File: config.mk
export PLATFORM = sky130hd
export DESIGN_NAME = json_token_lexer_flat
export DESIGN_NICKNAME = d
export VERILOG_FILES = /design/src/design/jtl_pkg.sv /design/src/design/jtl_if.sv /design/src/design/jtl_core.sv /design/src/design/jtl_outq.sv /design/src/design/json_token_lexer.sv /design/src/flat_wrapper.sv
export SDC_FILE = /design/constraint.sdc
export NUM_CORES = 2
export LEC_CHECK = 0
export BUFFER_PORTS_ARGS = -buffer_cell sky130_fd_sc_hd__buf_2
export CAP_MARGIN = 20
export CORE_MARGIN = 5
export CORE_UTILIZATION = 45
export DETAILED_ROUTE_END_ITERATION = 12
export PLACE_DENSITY_LB_ADDON = 0.12
export SLEW_MARGIN = 20
export SYNTH_ARGS = -nofsm -noshare
export SYNTH_HDL_FRONTEND = slang
export SYNTH_SLANG_ARGS = --single-unit
File: constraint.sdc
create_clock -name i_clk -period 10 [get_ports i_clk]
set_clock_uncertainty 0.2 [all_clocks]
set_input_delay 1 -clock i_clk [delete_from_list [all_inputs] [get_ports i_clk]]
set_output_delay 1 -clock i_clk [all_outputs]
set_load 0.005 [all_outputs]
File: src/design/jtl_pkg.sv
// jtl_pkg: shared types, token codes and character constants of the json token lexer
package jtl_pkg;

    // result field widths
    localparam int KIND_BITS      = 4;
    localparam int ERR_BITS       = 3;
    localparam int OFF_FIELD_BITS = 32;
    localparam int POS_FIELD_BITS = 16;

    localparam logic [OFF_FIELD_BITS-1:0] OFF_FIELD_MAX = '1;
    localparam logic [POS_FIELD_BITS-1:0] POS_FIELD_MAX = '1;

    // result queue
    localparam int QUEUE_DEPTH = 8;
    localparam int QPTR_BITS   = $clog2(QUEUE_DEPTH);
    localparam int QCNT_BITS   = $clog2(QUEUE_DEPTH + 1);

    // token kinds
    localparam logic [KIND_BITS-1:0] KIND_LBRACE   = 4'd0;
    localparam logic [KIND_BITS-1:0] KIND_RBRACE   = 4'd1;
    localparam logic [KIND_BITS-1:0] KIND_LBRACKET = 4'd2;
    localparam logic [KIND_BITS-1:0] KIND_RBRACKET = 4'd3;
    localparam logic [KIND_BITS-1:0] KIND_COMMA    = 4'd4;
    localparam logic [KIND_BITS-1:0] KIND_COLON    = 4'd5;
    localparam logic [KIND_BITS-1:0] KIND_NUMBER   = 4'd6;
    localparam logic [KIND_BITS-1:0] KIND_STRING   = 4'd7;
    localparam logic [KIND_BITS-1:0] KIND_TRUE     = 4'd8;
    localparam logic [KIND_BITS-1:0] KIND_FALSE    = 4'd9;
    localparam logic [KIND_BITS-1:0] KIND_NULL     = 4'd10;
    localparam logic [KIND_BITS-1:0] KIND_ERROR    = 4'd11;
    localparam logic [KIND_BITS-1:0] KIND_END      = 4'd12;

    // error codes
    localparam logic [ERR_BITS-1:0] ERR_NONE        = 3'd0;
    localparam logic [ERR_BITS-1:0] ERR_BAD_CHAR    = 3'd1;
    localparam logic [ERR_BITS-1:0] ERR_NO_INT      = 3'd2;
    localparam logic [ERR_BITS-1:0] ERR_NO_FRAC     = 3'd3;
    localparam logic [ERR_BITS-1:0] ERR_NO_EXP      = 3'd4;
    localparam logic [ERR_BITS-1:0] ERR_OPEN_STRING = 3'd5;
    localparam logic [ERR_BITS-1:0] ERR_BAD_KEYWORD = 3'd6;

    // keyword selects
    localparam logic [1:0] KW_TRUE  = 2'd0;
    localparam logic [1:0] KW_FALSE = 2'd1;
    localparam logic [1:0] KW_NULL  = 2'd2;

    // characters
    localparam logic [7:0] CH_LBRACE    = 8'h7B;
    localparam logic [7:0] CH_RBRACE    = 8'h7D;
    localparam logic [7:0] CH_LBRACKET  = 8'h5B;
    localparam logic [7:0] CH_RBRACKET  = 8'h5D;
    localparam logic [7:0] CH_COLON     = 8'h3A;
    localparam logic [7:0] CH_COMMA     = 8'h2C;
    localparam logic [7:0] CH_MINUS     = 8'h2D;
    localparam logic [7:0] CH_DOT       = 8'h2E;
    localparam logic [7:0] CH_PLUS      = 8'h2B;
    localparam logic [7:0] CH_QUOTE     = 8'h22;
    localparam logic [7:0] CH_BACKSLASH = 8'h5C;
    localparam logic [7:0] CH_SPACE     = 8'h20;
    localparam logic [7:0] CH_TAB       = 8'h09;
    localparam logic [7:0] CH_LF        = 8'h0A;
    localparam logic [7:0] CH_VT        = 8'h0B;
    localparam logic [7:0] CH_FF        = 8'h0C;
    localparam logic [7:0] CH_CR        = 8'h0D;
    localparam logic [7:0] CH_NUL       = 8'h00;
    localparam logic [7:0] CH_ZERO      = 8'h30;
    localparam logic [7:0] CH_NINE      = 8'h39;
    localparam logic [7:0] CH_UP_A      = 8'h41;
    localparam logic [7:0] CH_UP_E      = 8'h45;
    localparam logic [7:0] CH_UP_F      = 8'h46;
    localparam logic [7:0] CH_UP_L      = 8'h4C;
    localparam logic [7:0] CH_UP_N      = 8'h4E;
    localparam logic [7:0] CH_UP_R      = 8'h52;
    localparam logic [7:0] CH_UP_S      = 8'h53;
    localparam logic [7:0] CH_UP_T      = 8'h54;
    localparam logic [7:0] CH_UP_U      = 8'h55;
    localparam logic [7:0] CASE_FOLD    = 8'hDF;

    // lexer modes
    typedef enum logic [3:0] {
        MODE_START,
        MODE_NSIGN,
        MODE_NZERO,
        MODE_NINT,
        MODE_NDOT,
        MODE_NFRAC,
        MODE_NE,
        MODE_NESIGN,
        MODE_NEXP,
        MODE_STR,
        MODE_STRESC,
        MODE_KEYW,
        MODE_HALT
    } t_mode;

    // one input byte
    typedef struct packed {
        logic [7:0] text_byte;
        logic       end_of_input;
    } t_item;

    // one result
    typedef struct packed {
        logic [KIND_BITS-1:0]      token_kind;
        logic [ERR_BITS-1:0]       error_code;
        logic [OFF_FIELD_BITS-1:0] token_offset;
        logic [OFF_FIELD_BITS-1:0] token_length;
        logic [POS_FIELD_BITS-1:0] line_number;
        logic [POS_FIELD_BITS-1:0] column_number;
        logic                      last_of_run;
    } t_result;

    // up to two results written per byte
    typedef struct packed {
        logic    first_v;
        logic    second_v;
        t_result first;
        t_result second;
    } t_push;

    // upper-case keyword letter at a position, zero past the end
    function automatic logic [7:0] kw_letter(input logic [1:0] sel, input logic [2:0] pos);
        logic [7:0] ch;
        ch = CH_NUL;
        unique case (sel)
            KW_TRUE: begin
                unique case (pos)
                    3'd0: ch = CH_UP_T;
                    3'd1: ch = CH_UP_R;
                    3'd2: ch = CH_UP_U;
                    3'd3: ch = CH_UP_E;
                    default: ch = CH_NUL;
                endcase
            end
            KW_FALSE: begin
                unique case (pos)
                    3'd0: ch = CH_UP_F;
                    3'd1: ch = CH_UP_A;
                    3'd2: ch = CH_UP_L;
                    3'd3: ch = CH_UP_S;
                    3'd4: ch = CH_UP_E;
                    default: ch = CH_NUL;
                endcase
            end
            KW_NULL: begin
                unique case (pos)
                    3'd0: ch = CH_UP_N;
                    3'd1: ch = CH_UP_U;
                    3'd2: ch = CH_UP_L;
                    3'd3: ch = CH_UP_L;
                    default: ch = CH_NUL;
                endcase
            end
            default: ch = CH_NUL;
        endcase
        return ch;
    endfunction

    // keyword length, zero for the unused select
    function automatic logic [2:0] kw_length(input logic [1:0] sel);
        logic [2:0] len;
        unique case (sel)
            KW_TRUE:  len = 3'd4;
            KW_FALSE: len = 3'd5;
            KW_NULL:  len = 3'd4;
            default:  len = 3'd0;
        endcase
        return len;
    endfunction

    // token kind of a keyword
    function automatic logic [KIND_BITS-1:0] kw_kind(input logic [1:0] sel);
        logic [KIND_BITS-1:0] kind;
        unique case (sel)
            KW_TRUE:  kind = KIND_TRUE;
            KW_FALSE: kind = KIND_FALSE;
            default:  kind = KIND_NULL;
        endcase
        return kind;
    endfunction

endpackage

File: src/design/jtl_if.sv
// jtl_in_if and jtl_out_if: byte request channel and token result channel
interface jtl_in_if;
    logic       valid;
    logic       ready;
    logic [7:0] text_byte;
    logic       end_of_input;

    modport source (output valid, output text_byte, output end_of_input, input ready);
    modport sink   (input valid, input text_byte, input end_of_input, output ready);
endinterface

interface jtl_out_if;
    logic                               valid;
    logic                               ready;
    logic [jtl_pkg::KIND_BITS-1:0]      token_kind;
    logic [jtl_pkg::ERR_BITS-1:0]       error_code;
    logic [jtl_pkg::OFF_FIELD_BITS-1:0] token_offset;
    logic [jtl_pkg::OFF_FIELD_BITS-1:0] token_length;
    logic [jtl_pkg::POS_FIELD_BITS-1:0] line_number;
    logic [jtl_pkg::POS_FIELD_BITS-1:0] column_number;
    logic                               last_of_run;

    modport source (output valid, output token_kind, output error_code, output token_offset,
                    output token_length, output line_number, output column_number,
                    output last_of_run, input ready);
    modport sink   (input valid, input token_kind, input error_code, input token_offset,
                    input token_length, input line_number, input column_number,
                    input last_of_run, output ready);
endinterface

File: src/design/jtl_core.sv
// jtl_core: lexer state machine, position counters and result formation for one byte
module jtl_core #(
    parameter int OFFSET_BITS   = 32,
    parameter int POSITION_BITS = 16
) (
    input  logic           i_clk,
    input  logic           i_rst_n,
    input  logic           i_vld,
    input  jtl_pkg::t_item i_item,
    output jtl_pkg::t_push o_push
);

    localparam int OW = (OFFSET_BITS > jtl_pkg::OFF_FIELD_BITS) ?
                        OFFSET_BITS : jtl_pkg::OFF_FIELD_BITS;
    localparam int PW = (POSITION_BITS > jtl_pkg::POS_FIELD_BITS) ?
                        POSITION_BITS : jtl_pkg::POS_FIELD_BITS;
    localparam logic [POSITION_BITS-1:0] POS_ONE = POSITION_BITS'(1);

    function automatic logic [OFFSET_BITS-1:0] off_inc(input logic [OFFSET_BITS-1:0] v);
        return (v == '1) ? v : v + 1'b1;
    endfunction

    function automatic logic [POSITION_BITS-1:0] pos_inc(input logic [POSITION_BITS-1:0] v);
        return (v == '1) ? v : v + 1'b1;
    endfunction

    function automatic logic [jtl_pkg::OFF_FIELD_BITS-1:0] off_clip(
        input logic [OFFSET_BITS-1:0] v);
        logic [OW-1:0] w;
        w = OW'(v);
        return (w > OW'(jtl_pkg::OFF_FIELD_MAX)) ? jtl_pkg::OFF_FIELD_MAX :
               w[jtl_pkg::OFF_FIELD_BITS-1:0];
    endfunction

    function automatic logic [jtl_pkg::POS_FIELD_BITS-1:0] pos_clip(
        input logic [POSITION_BITS-1:0] v);
        logic [PW-1:0] w;
        w = PW'(v);
        return (w > PW'(jtl_pkg::POS_FIELD_MAX)) ? jtl_pkg::POS_FIELD_MAX :
               w[jtl_pkg::POS_FIELD_BITS-1:0];
    endfunction

    // state
    jtl_pkg::t_mode           r_mode, n_mode;
    logic [1:0]               r_kw_sel, n_kw_sel;
    logic [2:0]               r_kw_pos, n_kw_pos;
    logic [OFFSET_BITS-1:0]   r_byte_off, n_byte_off;
    logic [OFFSET_BITS-1:0]   r_tok_start, n_tok_start;
    logic [POSITION_BITS-1:0] r_cur_line, n_cur_line;
    logic [POSITION_BITS-1:0] r_cur_col, n_cur_col;
    logic [POSITION_BITS-1:0] r_tok_line, n_tok_line;
    logic [POSITION_BITS-1:0] r_tok_col, n_tok_col;

    // decode
    logic [7:0]                      b, b_up;
    logic                            is_end, is_dig, is_expo, is_ws, is_lf;
    logic                            is_punct, is_kw_first, marks_start;
    logic [jtl_pkg::KIND_BITS-1:0]   punct_kind;
    logic                            num_mode, accepting, num_ok, dispatch;
    jtl_pkg::t_mode                  num_nxt;
    logic [jtl_pkg::ERR_BITS-1:0]    num_err;
    logic [2:0]                      kw_len;
    logic                            kw_hit, kw_done;
    logic [OFFSET_BITS-1:0]          tok_len;

    // results
    logic                            a_v, b_v;
    logic [jtl_pkg::KIND_BITS-1:0]   a_kind, b_kind;
    logic [jtl_pkg::ERR_BITS-1:0]    a_err, b_err;
    logic [OFFSET_BITS-1:0]          a_len, b_len;
    jtl_pkg::t_result                res_a, res_b;

    // byte classification and per-mode decisions
    always_comb begin
        b           = i_item.text_byte;
        b_up        = b & jtl_pkg::CASE_FOLD;
        is_end      = i_item.end_of_input || (b == jtl_pkg::CH_NUL);
        is_dig      = (b >= jtl_pkg::CH_ZERO) && (b <= jtl_pkg::CH_NINE);
        is_expo     = (b_up == jtl_pkg::CH_UP_E);
        is_lf       = (b == jtl_pkg::CH_LF);
        is_ws       = (b == jtl_pkg::CH_SPACE) || (b == jtl_pkg::CH_TAB) ||
                      (b == jtl_pkg::CH_CR) || (b == jtl_pkg::CH_FF) ||
                      (b == jtl_pkg::CH_VT);
        is_kw_first = (b_up == jtl_pkg::CH_UP_T) || (b_up == jtl_pkg::CH_UP_F) ||
                      (b_up == jtl_pkg::CH_UP_N);

        is_punct   = 1'b1;
        punct_kind = jtl_pkg::KIND_LBRACE;
        priority if (b == jtl_pkg::CH_LBRACE)   punct_kind = jtl_pkg::KIND_LBRACE;
        else if (b == jtl_pkg::CH_RBRACE)       punct_kind = jtl_pkg::KIND_RBRACE;
        else if (b == jtl_pkg::CH_LBRACKET)     punct_kind = jtl_pkg::KIND_LBRACKET;
        else if (b == jtl_pkg::CH_RBRACKET)     punct_kind = jtl_pkg::KIND_RBRACKET;
        else if (b == jtl_pkg::CH_COMMA)        punct_kind = jtl_pkg::KIND_COMMA;
        else if (b == jtl_pkg::CH_COLON)        punct_kind = jtl_pkg::KIND_COLON;
        else                                    is_punct   = 1'b0;

        // number grammar step
        num_nxt = jtl_pkg::MODE_HALT;
        num_err = jtl_pkg::ERR_NONE;
        unique case (r_mode)
            jtl_pkg::MODE_NSIGN: begin
                num_err = jtl_pkg::ERR_NO_INT;
                if (b == jtl_pkg::CH_ZERO) num_nxt = jtl_pkg::MODE_NZERO;
                else if (is_dig)           num_nxt = jtl_pkg::MODE_NINT;
            end
            jtl_pkg::MODE_NZERO: begin
                if (b == jtl_pkg::CH_DOT) num_nxt = jtl_pkg::MODE_NDOT;
                else if (is_expo)         num_nxt = jtl_pkg::MODE_NE;
            end
            jtl_pkg::MODE_NINT: begin
                if (is_dig)                    num_nxt = jtl_pkg::MODE_NINT;
                else if (b == jtl_pkg::CH_DOT) num_nxt = jtl_pkg::MODE_NDOT;
                else if (is_expo)              num_nxt = jtl_pkg::MODE_NE;
            end
            jtl_pkg::MODE_NDOT: begin
                num_err = jtl_pkg::ERR_NO_FRAC;
                if (is_dig) num_nxt = jtl_pkg::MODE_NFRAC;
            end
            jtl_pkg::MODE_NFRAC: begin
                if (is_dig)       num_nxt = jtl_pkg::MODE_NFRAC;
                else if (is_expo) num_nxt = jtl_pkg::MODE_NE;
            end
            jtl_pkg::MODE_NE: begin
                num_err = jtl_pkg::ERR_NO_EXP;
                if ((b == jtl_pkg::CH_PLUS) || (b == jtl_pkg::CH_MINUS))
                    num_nxt = jtl_pkg::MODE_NESIGN;
                else if (is_dig)
                    num_nxt = jtl_pkg::MODE_NEXP;
            end
            jtl_pkg::MODE_NESIGN: begin
                num_err = jtl_pkg::ERR_NO_EXP;
                if (is_dig) num_nxt = jtl_pkg::MODE_NEXP;
            end
            jtl_pkg::MODE_NEXP: begin
                if (is_dig) num_nxt = jtl_pkg::MODE_NEXP;
            end
            default: num_nxt = jtl_pkg::MODE_HALT;
        endcase
        num_ok    = (num_nxt != jtl_pkg::MODE_HALT);
        num_mode  = (r_mode >= jtl_pkg::MODE_NSIGN) && (r_mode <= jtl_pkg::MODE_NEXP);
        accepting = (r_mode == jtl_pkg::MODE_NZERO) || (r_mode == jtl_pkg::MODE_NINT) ||
                    (r_mode == jtl_pkg::MODE_NFRAC) || (r_mode == jtl_pkg::MODE_NEXP);

        // keyword letter match
        kw_len  = jtl_pkg::kw_length(r_kw_sel);
        kw_hit  = (r_kw_pos < kw_len) && (b_up == jtl_pkg::kw_letter(r_kw_sel, r_kw_pos));
        kw_done = (3'(r_kw_pos + 3'd1) == kw_len);

        dispatch    = !is_end && ((r_mode == jtl_pkg::MODE_START) ||
                                  (num_mode && !num_ok && accepting));
        marks_start = dispatch && ((b == jtl_pkg::CH_MINUS) || is_dig || is_kw_first);
        tok_len     = (r_byte_off >= r_tok_start) ? r_byte_off - r_tok_start : '0;
    end

    // next lexer mode and keyword tracking
    always_comb begin
        n_mode   = r_mode;
        n_kw_sel = r_kw_sel;
        n_kw_pos = r_kw_pos;
        if (i_vld) begin
            if (is_end) begin
                n_mode   = jtl_pkg::MODE_START;
                n_kw_sel = 2'd0;
                n_kw_pos = 3'd0;
            end else begin
                unique case (r_mode)
                    jtl_pkg::MODE_NSIGN, jtl_pkg::MODE_NZERO, jtl_pkg::MODE_NINT,
                    jtl_pkg::MODE_NDOT, jtl_pkg::MODE_NFRAC, jtl_pkg::MODE_NE,
                    jtl_pkg::MODE_NESIGN, jtl_pkg::MODE_NEXP: begin
                        if (num_ok)         n_mode = num_nxt;
                        else if (accepting) n_mode = jtl_pkg::MODE_START;
                        else                n_mode = jtl_pkg::MODE_HALT;
                    end
                    jtl_pkg::MODE_STR: begin
                        if (b == jtl_pkg::CH_QUOTE)          n_mode = jtl_pkg::MODE_START;
                        else if (b == jtl_pkg::CH_BACKSLASH) n_mode = jtl_pkg::MODE_STRESC;
                    end
                    jtl_pkg::MODE_STRESC: n_mode = jtl_pkg::MODE_STR;
                    jtl_pkg::MODE_KEYW: begin
                        if (kw_hit) begin
                            n_kw_pos = 3'(r_kw_pos + 3'd1);
                            if (kw_done) begin
                                n_mode   = jtl_pkg::MODE_START;
                                n_kw_pos = 3'd0;
                            end
                        end else begin
                            n_mode = jtl_pkg::MODE_HALT;
                        end
                    end
                    default: n_mode = r_mode;
                endcase

                // byte at a token boundary
                if (dispatch) begin
                    priority if (b == jtl_pkg::CH_MINUS) begin
                        n_mode = jtl_pkg::MODE_NSIGN;
                    end else if (b == jtl_pkg::CH_ZERO) begin
                        n_mode = jtl_pkg::MODE_NZERO;
                    end else if (is_dig) begin
                        n_mode = jtl_pkg::MODE_NINT;
                    end else if (b == jtl_pkg::CH_QUOTE) begin
                        n_mode = jtl_pkg::MODE_STR;
                    end else if (is_kw_first) begin
                        n_mode   = jtl_pkg::MODE_KEYW;
                        n_kw_pos = 3'd1;
                        if (b_up == jtl_pkg::CH_UP_T)      n_kw_sel = jtl_pkg::KW_TRUE;
                        else if (b_up == jtl_pkg::CH_UP_F) n_kw_sel = jtl_pkg::KW_FALSE;
                        else                               n_kw_sel = jtl_pkg::KW_NULL;
                    end else if (is_punct || is_ws || is_lf) begin
                        n_mode = jtl_pkg::MODE_START;
                    end else begin
                        n_mode = jtl_pkg::MODE_HALT;
                    end
                end
            end
        end
    end

    // offsets, positions and token start marks
    always_comb begin
        n_byte_off  = r_byte_off;
        n_tok_start = r_tok_start;
        n_cur_line  = r_cur_line;
        n_cur_col   = r_cur_col;
        n_tok_line  = r_tok_line;
        n_tok_col   = r_tok_col;
        if (i_vld) begin
            if (is_end) begin
                n_byte_off  = '0;
                n_tok_start = '0;
                n_cur_line  = POS_ONE;
                n_cur_col   = POS_ONE;
                n_tok_line  = POS_ONE;
                n_tok_col   = POS_ONE;
            end else begin
                if (marks_start) begin
                    n_tok_start = r_byte_off;
                    n_tok_line  = r_cur_line;
                    n_tok_col   = r_cur_col;
                end else if (dispatch && (b == jtl_pkg::CH_QUOTE)) begin
                    // string content starts after the quote
                    n_tok_start = off_inc(r_byte_off);
                    n_tok_line  = r_cur_line;
                    n_tok_col   = pos_inc(r_cur_col);
                end
                n_byte_off = off_inc(r_byte_off);
                if (dispatch && is_lf) begin
                    n_cur_line = pos_inc(r_cur_line);
                    n_cur_col  = POS_ONE;
                end else begin
                    n_cur_col  = pos_inc(r_cur_col);
                end
            end
        end
    end

    // results: a closes the pending token, b comes from the byte itself
    always_comb begin
        a_v    = 1'b0;
        a_kind = jtl_pkg::KIND_ERROR;
        a_err  = jtl_pkg::ERR_NONE;
        a_len  = tok_len;
        b_v    = 1'b0;
        b_kind = jtl_pkg::KIND_END;
        b_err  = jtl_pkg::ERR_NONE;
        b_len  = '0;
        if (i_vld) begin
            if (is_end) begin
                b_v = 1'b1;
                unique case (r_mode)
                    jtl_pkg::MODE_NSIGN: begin
                        a_v   = 1'b1;
                        a_err = jtl_pkg::ERR_NO_INT;
                    end
                    jtl_pkg::MODE_NDOT: begin
                        a_v   = 1'b1;
                        a_err = jtl_pkg::ERR_NO_FRAC;
                    end
                    jtl_pkg::MODE_NE, jtl_pkg::MODE_NESIGN: begin
                        a_v   = 1'b1;
                        a_err = jtl_pkg::ERR_NO_EXP;
                    end
                    jtl_pkg::MODE_STR, jtl_pkg::MODE_STRESC: begin
                        a_v   = 1'b1;
                        a_err = jtl_pkg::ERR_OPEN_STRING;
                    end
                    jtl_pkg::MODE_KEYW: begin
                        a_v   = 1'b1;
                        a_err = jtl_pkg::ERR_BAD_KEYWORD;
                        a_len = '0;
                    end
                    jtl_pkg::MODE_NZERO, jtl_pkg::MODE_NINT, jtl_pkg::MODE_NFRAC,
                    jtl_pkg::MODE_NEXP: begin
                        a_v    = 1'b1;
                        a_kind = jtl_pkg::KIND_NUMBER;
                    end
                    default: a_v = 1'b0;
                endcase
            end else begin
                if (num_mode && !num_ok) begin
                    a_v = 1'b1;
                    if (accepting) a_kind = jtl_pkg::KIND_NUMBER;
                    else           a_err  = num_err;
                end else if ((r_mode == jtl_pkg::MODE_STR) && (b == jtl_pkg::CH_QUOTE)) begin
                    a_v    = 1'b1;
                    a_kind = jtl_pkg::KIND_STRING;
                end else if (r_mode == jtl_pkg::MODE_KEYW) begin
                    if (!kw_hit) begin
                        a_v   = 1'b1;
                        a_err = jtl_pkg::ERR_BAD_KEYWORD;
                        a_len = '0;
                    end else if (kw_done) begin
                        a_v    = 1'b1;
                        a_kind = jtl_pkg::kw_kind(r_kw_sel);
                        a_len  = OFFSET_BITS'(kw_len);
                    end
                end
                if (dispatch) begin
                    if (is_punct) begin
                        b_v    = 1'b1;
                        b_kind = punct_kind;
                        b_len  = OFFSET_BITS'(1);
                    end else if (!(is_ws || is_lf || marks_start ||
                                   (b == jtl_pkg::CH_QUOTE))) begin
                        b_v    = 1'b1;
                        b_kind = jtl_pkg::KIND_ERROR;
                        b_err  = jtl_pkg::ERR_BAD_CHAR;
                    end
                end
            end
        end

        res_a.token_kind    = a_kind;
        res_a.error_code    = a_err;
        res_a.token_offset  = off_clip(r_tok_start);
        res_a.token_length  = off_clip(a_len);
        res_a.line_number   = pos_clip(r_tok_line);
        res_a.column_number = pos_clip(r_tok_col);
        res_a.last_of_run   = !b_v;

        res_b.token_kind    = b_kind;
        res_b.error_code    = b_err;
        res_b.token_offset  = off_clip(r_byte_off);
        res_b.token_length  = off_clip(b_len);
        res_b.line_number   = pos_clip(r_cur_line);
        res_b.column_number = pos_clip(r_cur_col);
        res_b.last_of_run   = 1'b1;

        o_push.first_v  = a_v || b_v;
        o_push.second_v = a_v && b_v;
        o_push.first    = a_v ? res_a : res_b;
        o_push.second   = res_b;
    end

    // state registers
    always_ff @(posedge i_clk) begin
        if (!i_rst_n) begin
            r_mode      <= jtl_pkg::MODE_START;
            r_kw_sel    <= 2'd0;
            r_kw_pos    <= 3'd0;
            r_byte_off  <= '0;
            r_tok_start <= '0;
            r_cur_line  <= POS_ONE;
            r_cur_col   <= POS_ONE;
            r_tok_line  <= POS_ONE;
            r_tok_col   <= POS_ONE;
        end else begin
            r_mode      <= n_mode;
            r_kw_sel    <= n_kw_sel;
            r_kw_pos    <= n_kw_pos;
            r_byte_off  <= n_byte_off;
            r_tok_start <= n_tok_start;
            r_cur_line  <= n_cur_line;
            r_cur_col   <= n_cur_col;
            r_tok_line  <= n_tok_line;
            r_tok_col   <= n_tok_col;
        end
    end

    // end marker returns the lexer to its reset state
    a_end_resets: assert property (@(posedge i_clk) disable iff (!i_rst_n)
        (i_vld && is_end) |=> (r_mode == jtl_pkg::MODE_START) && (r_byte_off == '0) &&
                              (r_cur_line == POS_ONE) && (r_cur_col == POS_ONE))
        else $error("lexer state not cleared after end marker");

    // halted lexer stays silent on ordinary bytes
    a_halt_silent: assert property (@(posedge i_clk) disable iff (!i_rst_n)
        ((r_mode == jtl_pkg::MODE_HALT) && i_vld && !is_end) |-> !o_push.first_v)
        else $error("result produced while halted");

    // an error on an ordinary byte halts the lexer
    a_error_halts: assert property (@(posedge i_clk) disable iff (!i_rst_n)
        (i_vld && !is_end && o_push.first_v &&
         (o_push.first.token_kind == jtl_pkg::KIND_ERROR)) |=>
        (r_mode == jtl_pkg::MODE_HALT))
        else $error("lexer not halted after error");

endmodule

File: src/design/jtl_outq.sv
// jtl_outq: result queue taking up to two results per cycle and giving one per request
module jtl_outq (
    input  logic                                i_clk,
    input  logic                                i_rst_n,
    input  jtl_pkg::t_push                      i_push,
    output logic [jtl_pkg::QCNT_BITS-1:0]       o_count,
    jtl_out_if.source                           o_out
);

    jtl_pkg::t_result                 r_mem [jtl_pkg::QUEUE_DEPTH];
    logic [jtl_pkg::QPTR_BITS-1:0]    r_wr, r_rd;
    logic [jtl_pkg::QCNT_BITS-1:0]    r_cnt, n_cnt;
    logic [jtl_pkg::QCNT_BITS-1:0]    push_n;
    logic                             pop;
    jtl_pkg::t_result                 head;

    // occupancy bookkeeping
    always_comb begin
        pop    = o_out.valid && o_out.ready;
        push_n = jtl_pkg::QCNT_BITS'(i_push.first_v) + jtl_pkg::QCNT_BITS'(i_push.second_v);
        n_cnt  = r_cnt + push_n - jtl_pkg::QCNT_BITS'(pop);
    end

    // entry storage
    always_ff @(posedge i_clk) begin
        if (i_push.first_v) begin
            r_mem[r_wr] <= i_push.first;
        end
        if (i_push.second_v) begin
            r_mem[jtl_pkg::QPTR_BITS'(r_wr + 1'b1)] <= i_push.second;
        end
    end

    // pointers and count
    always_ff @(posedge i_clk) begin
        if (!i_rst_n) begin
            r_wr  <= '0;
            r_rd  <= '0;
            r_cnt <= '0;
        end else begin
            r_wr  <= r_wr + jtl_pkg::QPTR_BITS'(push_n);
            r_rd  <= r_rd + jtl_pkg::QPTR_BITS'(pop);
            r_cnt <= n_cnt;
        end
    end

    // head of queue to the port
    assign head                = r_mem[r_rd];
    assign o_count             = r_cnt;
    assign o_out.valid         = (r_cnt != '0);
    assign o_out.token_kind    = head.token_kind;
    assign o_out.error_code    = head.error_code;
    assign o_out.token_offset  = head.token_offset;
    assign o_out.token_length  = head.token_length;
    assign o_out.line_number   = head.line_number;
    assign o_out.column_number = head.column_number;
    assign o_out.last_of_run   = head.last_of_run;

    // queue never holds more than its depth
    a_no_overflow: assert property (@(posedge i_clk) disable iff (!i_rst_n)
        r_cnt <= jtl_pkg::QCNT_BITS'(jtl_pkg::QUEUE_DEPTH))
        else $error("result queue overflow");

    // the second slot is only used together with the first
    a_push_order: assert property (@(posedge i_clk) disable iff (!i_rst_n)
        i_push.second_v |-> i_push.first_v)
        else $error("second result written without first");

endmodule

File: src/design/json_token_lexer.sv
// json_token_lexer: top level of the byte-serial json tokenizer
//
// Usage: i_in carries one document byte per request (text_byte, with
// end_of_input marking the end of a document; a zero byte also ends it).
// o_out carries tokens: kind, error code, offset, length, line and column,
// with last_of_run set on the final token caused by a byte. A byte gives
// zero, one or two tokens; the end marker gives an end token, preceded by a
// pending number or an error for an unfinished token.
// A byte passes the input register, then the lexer step into the queue.
// Throughput: one byte per cycle while i_in.ready is high. The queue holds
// 8 results; i_in.ready is low while queued results plus those of the byte
// in the input register could leave no room for two more, so ready drops
// only when the receiver stalls or bytes yield two tokens faster than they
// are taken.
// Reset (synchronous, active low) clears the lexer to the start of a
// document at line 1, column 1 and empties the queue. A stalled receiver
// holds the head token steady; later results wait in the queue.
module json_token_lexer #(
    parameter int OFFSET_BITS   = 32,
    parameter int POSITION_BITS = 16
) (
    input  logic      i_clk,
    input  logic      i_rst_n,
    jtl_in_if.sink    i_in,
    jtl_out_if.source o_out
);

    localparam int CW = jtl_pkg::QCNT_BITS + 1;
    localparam logic [CW-1:0] ROOM_LIMIT = CW'(jtl_pkg::QUEUE_DEPTH - 2);

    logic                              r_in_vld;
    jtl_pkg::t_item                    r_in_item;
    logic                              accept;
    logic [jtl_pkg::QCNT_BITS-1:0]     q_count;
    logic [CW-1:0]                     committed;
    jtl_pkg::t_push                    push;

    // accept only when every result in flight still fits
    always_comb begin
        committed  = CW'(q_count) + (r_in_vld ? CW'(2) : CW'(0));
        i_in.ready = (committed <= ROOM_LIMIT);
        accept     = i_in.valid && i_in.ready;
    end

    // input register
    always_ff @(posedge i_clk) begin
        if (!i_rst_n) begin
            r_in_vld <= 1'b0;
        end else begin
            r_in_vld <= accept;
        end
    end

    always_ff @(posedge i_clk) begin
        if (accept) begin
            r_in_item.text_byte    <= i_in.text_byte;
            r_in_item.end_of_input <= i_in.end_of_input;
        end
    end

    // lexer step
    jtl_core #(
        .OFFSET_BITS   (OFFSET_BITS),
        .POSITION_BITS (POSITION_BITS)
    ) u_core (
        .i_clk   (i_clk),
        .i_rst_n (i_rst_n),
        .i_vld   (r_in_vld),
        .i_item  (r_in_item),
        .o_push  (push)
    );

    // result queue
    jtl_outq u_outq (
        .i_clk   (i_clk),
        .i_rst_n (i_rst_n),
        .i_push  (push),
        .o_count (q_count),
        .o_out   (o_out)
    );

endmodule

File: src/flat_wrapper.sv
// flat-port wrapper written by rule: the top's interface ports become plain ports
module json_token_lexer_flat 
#(
    parameter int OFFSET_BITS   = 32,
    parameter int POSITION_BITS = 16
)
  (i_clk, i_rst_n, i_in_valid, i_in_text_byte, i_in_end_of_input, i_in_ready, o_out_valid, o_out_token_kind, o_out_error_code, o_out_token_offset, o_out_token_length, o_out_line_number, o_out_column_number, o_out_last_of_run, o_out_ready);
  jtl_in_if i_in_i ();
  jtl_out_if o_out_i ();
  input  logic i_clk;
  input  logic i_rst_n;
  input wire logic [$bits(i_in_i.valid)-1:0] i_in_valid;
  input wire logic [$bits(i_in_i.text_byte)-1:0] i_in_text_byte;
  input wire logic [$bits(i_in_i.end_of_input)-1:0] i_in_end_of_input;
  output wire logic [$bits(i_in_i.ready)-1:0] i_in_ready;
  output wire logic [$bits(o_out_i.valid)-1:0] o_out_valid;
  output wire logic [$bits(o_out_i.token_kind)-1:0] o_out_token_kind;
  output wire logic [$bits(o_out_i.error_code)-1:0] o_out_error_code;
  output wire logic [$bits(o_out_i.token_offset)-1:0] o_out_token_offset;
  output wire logic [$bits(o_out_i.token_length)-1:0] o_out_token_length;
  output wire logic [$bits(o_out_i.line_number)-1:0] o_out_line_number;
  output wire logic [$bits(o_out_i.column_number)-1:0] o_out_column_number;
  output wire logic [$bits(o_out_i.last_of_run)-1:0] o_out_last_of_run;
  input wire logic [$bits(o_out_i.ready)-1:0] o_out_ready;
  assign i_in_i.valid = i_in_valid;
  assign i_in_i.text_byte = i_in_text_byte;
  assign i_in_i.end_of_input = i_in_end_of_input;
  assign i_in_ready = i_in_i.ready;
  assign o_out_valid = o_out_i.valid;
  assign o_out_token_kind = o_out_i.token_kind;
  assign o_out_error_code = o_out_i.error_code;
  assign o_out_token_offset = o_out_i.token_offset;
  assign o_out_token_length = o_out_i.token_length;
  assign o_out_line_number = o_out_i.line_number;
  assign o_out_column_number = o_out_i.column_number;
  assign o_out_last_of_run = o_out_i.last_of_run;
  assign o_out_i.ready = o_out_ready;
  json_token_lexer #(.OFFSET_BITS(OFFSET_BITS), .POSITION_BITS(POSITION_BITS)) u_core (.i_clk(i_clk), .i_rst_n(i_rst_n), .i_in(i_in_i), .o_out(o_out_i));
endmodule
==> impl_metrics.json <==
{
  "final_common_cell": "a22o_1",
  "final-hold-violation-count": 0,
  "drt_wl_total_um": 157000,
  "ys_types": 91,
  "period_share": 0.716,
  "slowest_stage": "o31ai_4",
  "cts_htree_levels": 3,
  "syn_inst": 3955,
  "grt_pass1_wl_um": 232000,
  "vias": 35134,
  "seq_area_frac_synth": 0.524,
  "async_reset_ff_frac": 0,
  "powerDensity_mw_per_mm2": 196,
  "area_growth_pct": 10.5,
  "wl_per_cell_um": 29.5,
  "dieArea_mm2": 0.115,
  "clk_path_buf_depth": 3,
  "cp_common_cell": "buf_4",
  "ys.flop_type": "edfxtp_1",
  "switching_power_w": 0.00291,
  "cts_resized": 0,
  "slew_headroom": 0.149,
  "final_cell_mix": "723 x a22o_1, 569 x edfxtp_1, 416 x dfxtp_1",
  "fillerInstances": 9390,
  "track_usage": 0.265,
  "fmax_mhz": 140,
  "setup_viol": 0,
  "die_w_um": 339,
  "place_congestion": 0.914,
  "post_drt_via_cell_ratio": 6.59,
  "antenna_left": 0,
  "nNetsFinal": 3911,
  "synth_nets": 4029,
  "fp.coreArea_mm2": 0.107,
  "seqPwrFrac": 0.431,
  "io_pins": 119,
  "final_layout_size_suffix_gt1_frac": 0.193,
  "drc": 0,
  "grt_max_degree": 136,
  "holdBufCountCts": 0,
  "whs_ns": 0.254,
  "critical_path.cell_chain": "nor2b_1 > ha_1 > nand2b_1 > a2111oi_0 > mux2i_1 > or3b_1 > o31ai_4 > nand2_4 > inv_2 > ha_1 > nor2_1 > nand3_1 > a21oi_4 > buf_4 > buf_4 > and3_1 > buf_4 > a22o_1",
  "clk_pin_slew_ns": 0.06,
  "hp-class": "reg -> reg",
  "hpwl_um": 94700,
  "path_class": "reg -> reg",
  "drv_cap": 0,
  "antenna_found_initial": 3,
  "internal_power_w": 0.00762,
  "fin_tns_setup_ns": 0,
  "cts_setup_buffers": 0,
  "numCtsBuffers": 109,
  "rsz0062_at_grt": "no",
  "cts_root_buffer": "clkbuf_16",
  "grt-ovfl-total": 0,
  "leakagePower_nw": 18.4,
  "final_util": 0.502,
  "clk_latency_ns": 0.72,
  "critPathMaxStageDelay_ns": 0.86,
  "yosys_warnings": 0,
  "finalCriticalPeriod_ns": 7.16,
  "worst-endpoint-arrival_ns": 7.52,
  "fin_ws_ns": 2.84,
  "slew_violations": 0,
  "power_frac_comb": 0.174,
  "cp-start-kind": "flop",
  "ys_ff_latch": 989,
  "vdd_drop_max_mv": 0.148,
  "firstDrtPassIters": 5,
  "avgSynthCellArea_um2": 12.3,
  "status": "complete, no violations",
  "antennaDiodeCount": 0,
  "drt_iter0_drc": 3708,
  "core.rowCount": 120,
  "endpoint_kind": "flop",
  "place_ws_ns": 2.94,
  "pwr-share-clk": 0.395,
  "die_h_um": 339,
  "synth_edf_count": 569,
  "worst_slew_pin_slew_ns": 1.28,
  "power.total_w": 0.0105,
  "cts.sinks": 989,
  "path_max_fanout": 29,
  "synth_area_mm2": 0.0487,
  "grt_pass1_vias": 34511,
  "swShare": 0.276,
  "port_buffers": 118,
  "start_util": 0.454,
  "worstPathRequired_ns": 10.36,
  "cts_tree": "yes"
}
-- through the flow --
step	area, um2	std cells
2_1_floorplan	48700	3955
3_3_place_gp	50000	5127
3_5_place_dp	50000	5127
4_1_cts	53700	5330
5_1_grt	53800	5332
6_report	53800	5332
-- state kept, by name (all words and copies together), names as in the netlist --
name / flops
u_core.u_core.r_mode: 4
u_core.u_core.r_tok_col: 16
u_core.u_core.r_kw_sel: 2
u_core.u_core.r_kw_pos: 3
u_core.u_outq.r_mem: 832
u_core.u_core.r_cur_col: 16
u_core.u_core.r_tok_line: 16
u_core.r_in_item: 9
u_core.u_outq.o_count: 4
u_core.u_outq.r_rd: 3
u_core.u_outq.r_wr: 3
u_core.u_core.r_byte_off: 32
u_core.u_core.r_cur_line: 16
u_core.r_in_vld: 1
u_core.u_core.r_tok_start: 32
-- critical path: cells and delay by family, from the launching register on --
| family | cells | cell delay (ns) |
|---|---|---|
| AO/OA/AOI/OAI | 4 | 1.83 |
| adder cells (fa/ha/maj) | 2 | 0.55 |
| buffers and inverters | 4 | 1.29 |
| flip-flops | 1 | 0.70 |
| multiplexers | 1 | 0.15 |
| AND/OR/NAND/NOR | 7 | 2.26 |
-- layer usage --
layer / wire length (um) / GRT usage / vias to the layer above
met1: 66700 / 0.370 / 17825
met3: 13200 / 0.0531 / 254
met2: 72800 / 0.419 / 1639
met5: 0 / 0 / -
li1: - / - / 15416
met4: 4860 / 0.0808 / 0
-- power by group through the flow --
| stage | registers (W) | clock network [W] | logic (W) |
|---|---|---|---|
| after floorplan | 0.00453 | 0 | 0.00124 |
| final | 0.00454 | 0.00416 | 0.00183 |
| after CTS | 0.00454 | 0.00422 | 0.00185 |
| after detailed placement | 0.00463 | 0 | 0.00184 |
| after global routing | 0.00456 | 0.00438 | 0.00195 |
| after global placement | 0.00462 | 0 | 0.00184 |
-- cells in the mapped netlist, types with 27 or more instances --
| cell | instances | share of area |
|---|---|---|
| a21o_1 | 28 | 0.0043 |
| a21oi_1 | 107 | 0.011 |
| a22o_1 | 723 | 0.13 |
| and3_1 | 36 | 0.0046 |
| buf_1 | 71 | 0.0055 |
| buf_2 | 58 | 0.0060 |
| buf_6 | 27 | 0.0062 |
| clkbuf_1 | 268 | 0.021 |
| dfxtp_1 | 420 | 0.17 |
| edfxtp_1 | 569 | 0.35 |
| ha_1 | 58 | 0.015 |
| inv_1 | 81 | 0.0062 |
| mux2_2 | 109 | 0.025 |
| mux4_2 | 208 | 0.096 |
| nand2_1 | 189 | 0.015 |
| nand3_1 | 91 | 0.0094 |
| nand4_1 | 31 | 0.0040 |
| nor2_1 | 120 | 0.0093 |
| nor3_1 | 44 | 0.0045 |
| o21ai_0 | 178 | 0.018 |
| o22ai_1 | 67 | 0.0086 |
| xnor2_1 | 61 | 0.011 |
-- worst paths after layout --
| kind | from | slack [ns] | cells past startpoint | endpoint |
|---|---|---|---|---|
| max | u_core.u_core.r_kw_sel[0]$_SDFFE_PN0P_ | 2.84 | 18 | u_core.u_outq.r_mem[3][55]$_SDFFE_PP0N_ |
| min | u_core.u_outq.r_mem[4][48]$_SDFFE_PP0N_ | 0.25 | 2 | u_core.u_outq.r_mem[4][48]$_SDFFE_PP0N_ |
| max reg2reg | u_core.u_core.r_kw_sel[0]$_SDFFE_PN0P_ | 2.84 | 18 | u_core.u_outq.r_mem[3][55]$_SDFFE_PP0N_ |
| min reg2reg | u_core.u_outq.r_mem[4][48]$_SDFFE_PP0N_ | 0.25 | 2 | u_core.u_outq.r_mem[4][48]$_SDFFE_PP0N_ |
-- cells by family (layout without fill, tap and decap cells) --
logic type,count (synthesis),in the layout,share of synthesized area
muxes,325,325,0.123
AOI/OAI and AO/OA,1310,1310,0.207
DFF,989,989,0.524
and+or+nand+nor,676,676,0.0707
buffers and inverters,517,491,0.0459
adders and majority gates,61,61,0.0161
xor gates and xnor gates,77,77,0.0138
-- layout make-up --
| cell class | instances | area (um2) | area share |
|---|---|---|---|
| Clock buffer | 156 | 3150 | 0.0586 |
| Clock inverter | 47 | 561 | 0.0104 |
| Inverter | 88 | 350 | 0.00651 |
| Multi-Input combinational cell | 2449 | 21200 | 0.394 |
| Sequential cell | 989 | 25500 | 0.474 |
| Tap cell | 1403 | 1760 | 0.0326 |
| Timing Repair Buffer | 200 | 1260 | 0.0234 |
(Power assumes the default switching activity.)
